===== config.mk =====
export PLATFORM = sky130hd
export DESIGN_NAME = roi_fifo
export DESIGN_NICKNAME = d
export VERILOG_FILES = /design/src/hdl/roi_fifo.sv
export SDC_FILE = /design/constraint.sdc
export NUM_CORES = 1
export LEC_CHECK = 0
export BUFFER_PORTS_ARGS = -buffer_cell sky130_fd_sc_hd__buf_4
export CELL_PAD_IN_SITES_DETAIL_PLACEMENT = 1
export CELL_PAD_IN_SITES_GLOBAL_PLACEMENT = 1
export CORE_MARGIN = 2
export CORE_UTILIZATION = 40
export CTS_CLUSTER_DIAMETER = 40
export CTS_CLUSTER_SIZE = 8
export DETAILED_ROUTE_END_ITERATION = 12
export MAX_ROUTING_LAYER = met4
export PLACE_DENSITY_LB_ADDON = 0.1
export SYNTH_ARGS = -nofsm -noshare
export SYNTH_HDL_FRONTEND = slang
export SYNTH_SLANG_ARGS = --single-unit

===== constraint.sdc =====
create_clock -name clk_i -period 1.75 [get_ports clk_i]
set_input_delay 0.35 -clock clk_i [delete_from_list [all_inputs] [get_ports clk_i]]
set_output_delay 0.35 -clock clk_i [all_outputs]
set_load 0.005 [all_outputs]

===== src/hdl/roi_fifo.sv =====
// Short queue between the front end and the back end.
module roi_fifo #(
  parameter int unsigned Width = 8
) (
  input  logic             clk_i,
  input  logic             rst_ni,
  input  logic             wr_valid_i,
  output logic             wr_ready_o,
  input  logic [Width-1:0] wr_data_i,
  output logic             rd_valid_o,
  input  logic             rd_ready_i,
  output logic [Width-1:0] rd_data_o
);
  logic [Width-1:0] mem_q [2];
  logic       wp_q, rp_q;
  logic [1:0] cnt_q;
  logic       wr, rd;

  assign wr_ready_o = (cnt_q != 2'd2);
  assign rd_valid_o = (cnt_q != 2'd0);
  assign rd_data_o = mem_q[rp_q];
  assign wr = wr_valid_i && wr_ready_o;
  assign rd = rd_valid_o && rd_ready_i;

  // Advance pointers and count.
  always_ff @(posedge clk_i or negedge rst_ni) begin
    if (!rst_ni) begin
      wp_q <= 1'b0;
      rp_q <= 1'b0;
      cnt_q <= 2'd0;
    end else begin
      if (wr) wp_q <= ~wp_q;
      if (rd) rp_q <= ~rp_q;
      cnt_q <= cnt_q + {1'b0, wr} - {1'b0, rd};
    end
  end

  always_ff @(posedge clk_i) begin
    if (wr) mem_q[wp_q] <= wr_data_i;
  end
endmodule


==> flow_metrics.py <==
metrics = {
    "setup_path": {
        "cpMaxStageDelayCell": "dfrtp_1",
        "r2r_end": "cnt_q[1]",
        "worstSetupStartpointType": "flop",
        "crit_arrival_ns": 1.86,
        "r2r_cells": 7,
        "r2r-start": "cnt_q[1]",
        "path_cells": "or2_1 -> and2_4 -> ha_4 -> inv_2 -> ha_4 -> xnor2_4 -> xnor2_2",
        "crit_path_end_kind": "flop",
        "critPathBufInv": 1,
        "cp_max_fo": 3,
        "r2r_slack_ns": 0.07,
        "crit_family": "simple AND/OR/NAND/NOR gates",
        "crit_top_cell": "ha_4",
        "worstPathRequired_ns": 1.94,
        "critical_path_class": "reg2reg",
        "max_stage_delay_ns": 0.41,
    },
    "sta": {
        "setup_viol": 0,
        "fin_skew_ns": 0.0154,
        "period_needed_ns": 1.68,
        "tns_ns": 0,
        "tightest_slew_ns": 0.401,
        "finalHoldViolations": 0,
        "slew_viol_final": 0,
        "setup_ws_ns": 0.0748,
        "period_share": 0.957,
        "clock.fmax_ghz": 0.597,
        "rsz0062_at_grt": "false",
        "slew_headroom": 0.732,
    },
    "yosys": {
        "synthesis.area_um2": 774,
        "yosysSeqAreaShare": 0.750,
        "ys_warn_count": 0,
        "netlist-cell-type-count": 14,
        "synth-seq-cells": 20,
        "syn_area_per_cell_um2": 18.4,
        "syn_inst": 42,
        "syn_nets": 56,
    },
    "final_layout": {
        "n_fill_cell": 169,
        "register_area_um2": 582,
        "drive_above_1_share": 0.534,
        "utilization": 0.629,
        "nNetsFinal": 88,
        "synthToLayoutAreaGrowth_pct": 44.8,
        "n_antenna_cell": 0,
        "final_area_um2": 1120,
        "multi_input_area_um2": 239,
    },
    "clock_tree": {
        "htreeDepth": 1,
        "insertion_delay_ns": 0.31,
        "path_clk_slew_ns": 0.12,
        "cts_tree": "built",
        "clock-root-buffer": "clkbuf_4",
        "cts.path.max_buffers": 2,
        "cts_buffers": 3,
        "clock_sinks": 20,
    },
    "power": {
        "power-per-cell-area_nw_per_um2": 1690,
        "p_total_mw": 1.90,
        "intPower_mw": 1.36,
        "leakage_nw": 0.450,
        "swShare": 0.281,
        "combPwrFrac": 0.403,
        "pwr-share-seq": 0.398,
        "clockPowerShare": 0.199,
        "peakVddDrop_mv": 1.26,
        "p_switching_mw": 0.532,
    },
    "global_route": {
        "grt_pass1_vias": 479,
        "track_usage": 0.156,
        "grt_pass1_wl_mm": 2.17,
        "grt_max_degree": 13,
        "overflow": 0,
        "antenna_found_initial": 0,
    },
    "floorplanning": {
        "coreArea_um2": 1780,
        "start_util": 0.434,
        "num_rows": 15,
        "fp.dieW_um": 48,
        "io_pins": 22,
        "die_area_um2": 2300,
        "die_h_um": 48,
    },
    "placed_design": {
        "io_buffers": 21,
        "dpl_cell_area_um2": 973,
        "post-place-ws_ns": 0.0533,
        "gp_congestion": 0.650,
    },
    "detailed_routing": {
        "drt_wl_total_mm": 1.40,
        "vias_per_cell": 4.66,
        "drtIter0Drc": 3,
        "ant_nets": 0,
        "wl_per_cell_um": 14.3,
        "num_vias": 457,
        "drc": 0,
        "first_pass_iters": 4,
    },
    "min_path": {
        "hold_start": "wr_data_i[2]",
        "hold_path_end": "mem_q[0][2]",
        "hold_path.class": "in2reg",
        "holdPathStages": 1,
    },
    "status": {
        "outcome": "finished, final reports clean",
    },
    "job": {
        "maxCapViolCount": 0,
    },
}
[worst max path at each step]
stage                        start        to  cells past startpoint
after detailed placement  cnt_q[1]  cnt_q[1]                      7
after global routing      cnt_q[1]  cnt_q[1]                      8
final                     cnt_q[1]  cnt_q[1]                      7
after floorplan           cnt_q[1]  cnt_q[1]                      7
after CTS                 cnt_q[0]  cnt_q[1]                      7
after global placement    cnt_q[1]  cnt_q[1]                      7
[cell type report]
type	instances	area share
sequential	20	0.519
multi-input combinational	20	0.213
timing repair buffer	28	0.190
tap	25	0.0279
clock inverter	1	0.0268
clock buffer	3	0.0201
inverter	1	0.00335
[cell families after synthesis]
kind of cell	after synthesis	share of synthesized area
flip-flops	20	0.750
AND/OR/NAND/NOR	6	0.0452
multiplexers	8	0.116
buffers and inverters	2	0.0113
adder cells (fa/ha/maj)	2	0.0323
XOR/XNOR	4	0.0452
[layer usage]
| layer | share of wire | track usage |
|---|---|---|
| met5 | 0 | - |
| met4 | 0.021 | 0.0811 |
| met3 | 0.035 | 0.0453 |
| met2 | 0.52 | 0.259 |
| met1 | 0.42 | 0.168 |
[through the flow]
step,instances,hold slack (ns)
after floorplan,42,0.0544
final,98,0.212
after global placement,89,0.152
after detailed placement,89,0.148
after global routing,98,0.196
after CTS,97,0.211
[state kept, by name, summed over array words and instances, names as in the netlist]
register	flops
rp_q	1
wp_q	1
cnt_q	2
mem_q	16
[Yosys cell counts, drive strengths merged]
| cell type | instances | area share |
|---|---|---|
| and2 | 1 | 0.011 |
| and3 | 1 | 0.0081 |
| buf | 1 | 0.0065 |
| dfrtp | 4 | 0.13 |
| edfxtp | 16 | 0.62 |
| ha | 2 | 0.032 |
| inv | 1 | 0.0048 |
| mux2 | 8 | 0.12 |
| nand2 | 1 | 0.0048 |
| nand2b | 1 | 0.0081 |
| nor2 | 1 | 0.0048 |
| or2 | 1 | 0.0081 |
| xnor2 | 3 | 0.034 |
| xor2 | 1 | 0.011 |
[placed cells by master, fill, tap and decap left out, drive strengths merged]
| cell | count |
|---|---|
| dfrtp | 4 |
| buf | 27 |
| xnor2 | 3 |
| or2 | 1 |
| and3 | 1 |
| nand2 | 1 |
| nor2 | 1 |
| dlygate4sd3 | 1 |
| and2 | 1 |
| xor2 | 1 |
| mux2 | 8 |
| ha | 2 |
| nand2b | 1 |
| bufinv | 1 |
| inv | 1 |
| clkbuf | 3 |
| edfxtp | 16 |
[power by group through the flow]
| stage | registers [mW] | logic, mW | clock network, mW |
|---|---|---|---|
| 2_1_floorplan | 0.709 | 0.321 | 0 |
| 3_3_place_gp | 0.756 | 0.527 | 0 |
| 3_5_place_dp | 0.769 | 0.537 | 0 |
| 4_1_cts | 0.753 | 0.643 | 0.379 |
| 5_1_grt | 0.775 | 0.842 | 0.402 |
| 6_report | 0.755 | 0.763 | 0.377 |
[timing repair]
item                       4_1_cts  5_1_grt
hold endpoints to repair         4        0
hold buffers                     1        0
setup endpoints to repair        9        1
setup buffers                    3        1
resized for setup                3        6
pin swaps                        2        5
No activity file was read; power rests on OpenSTA's default activity.
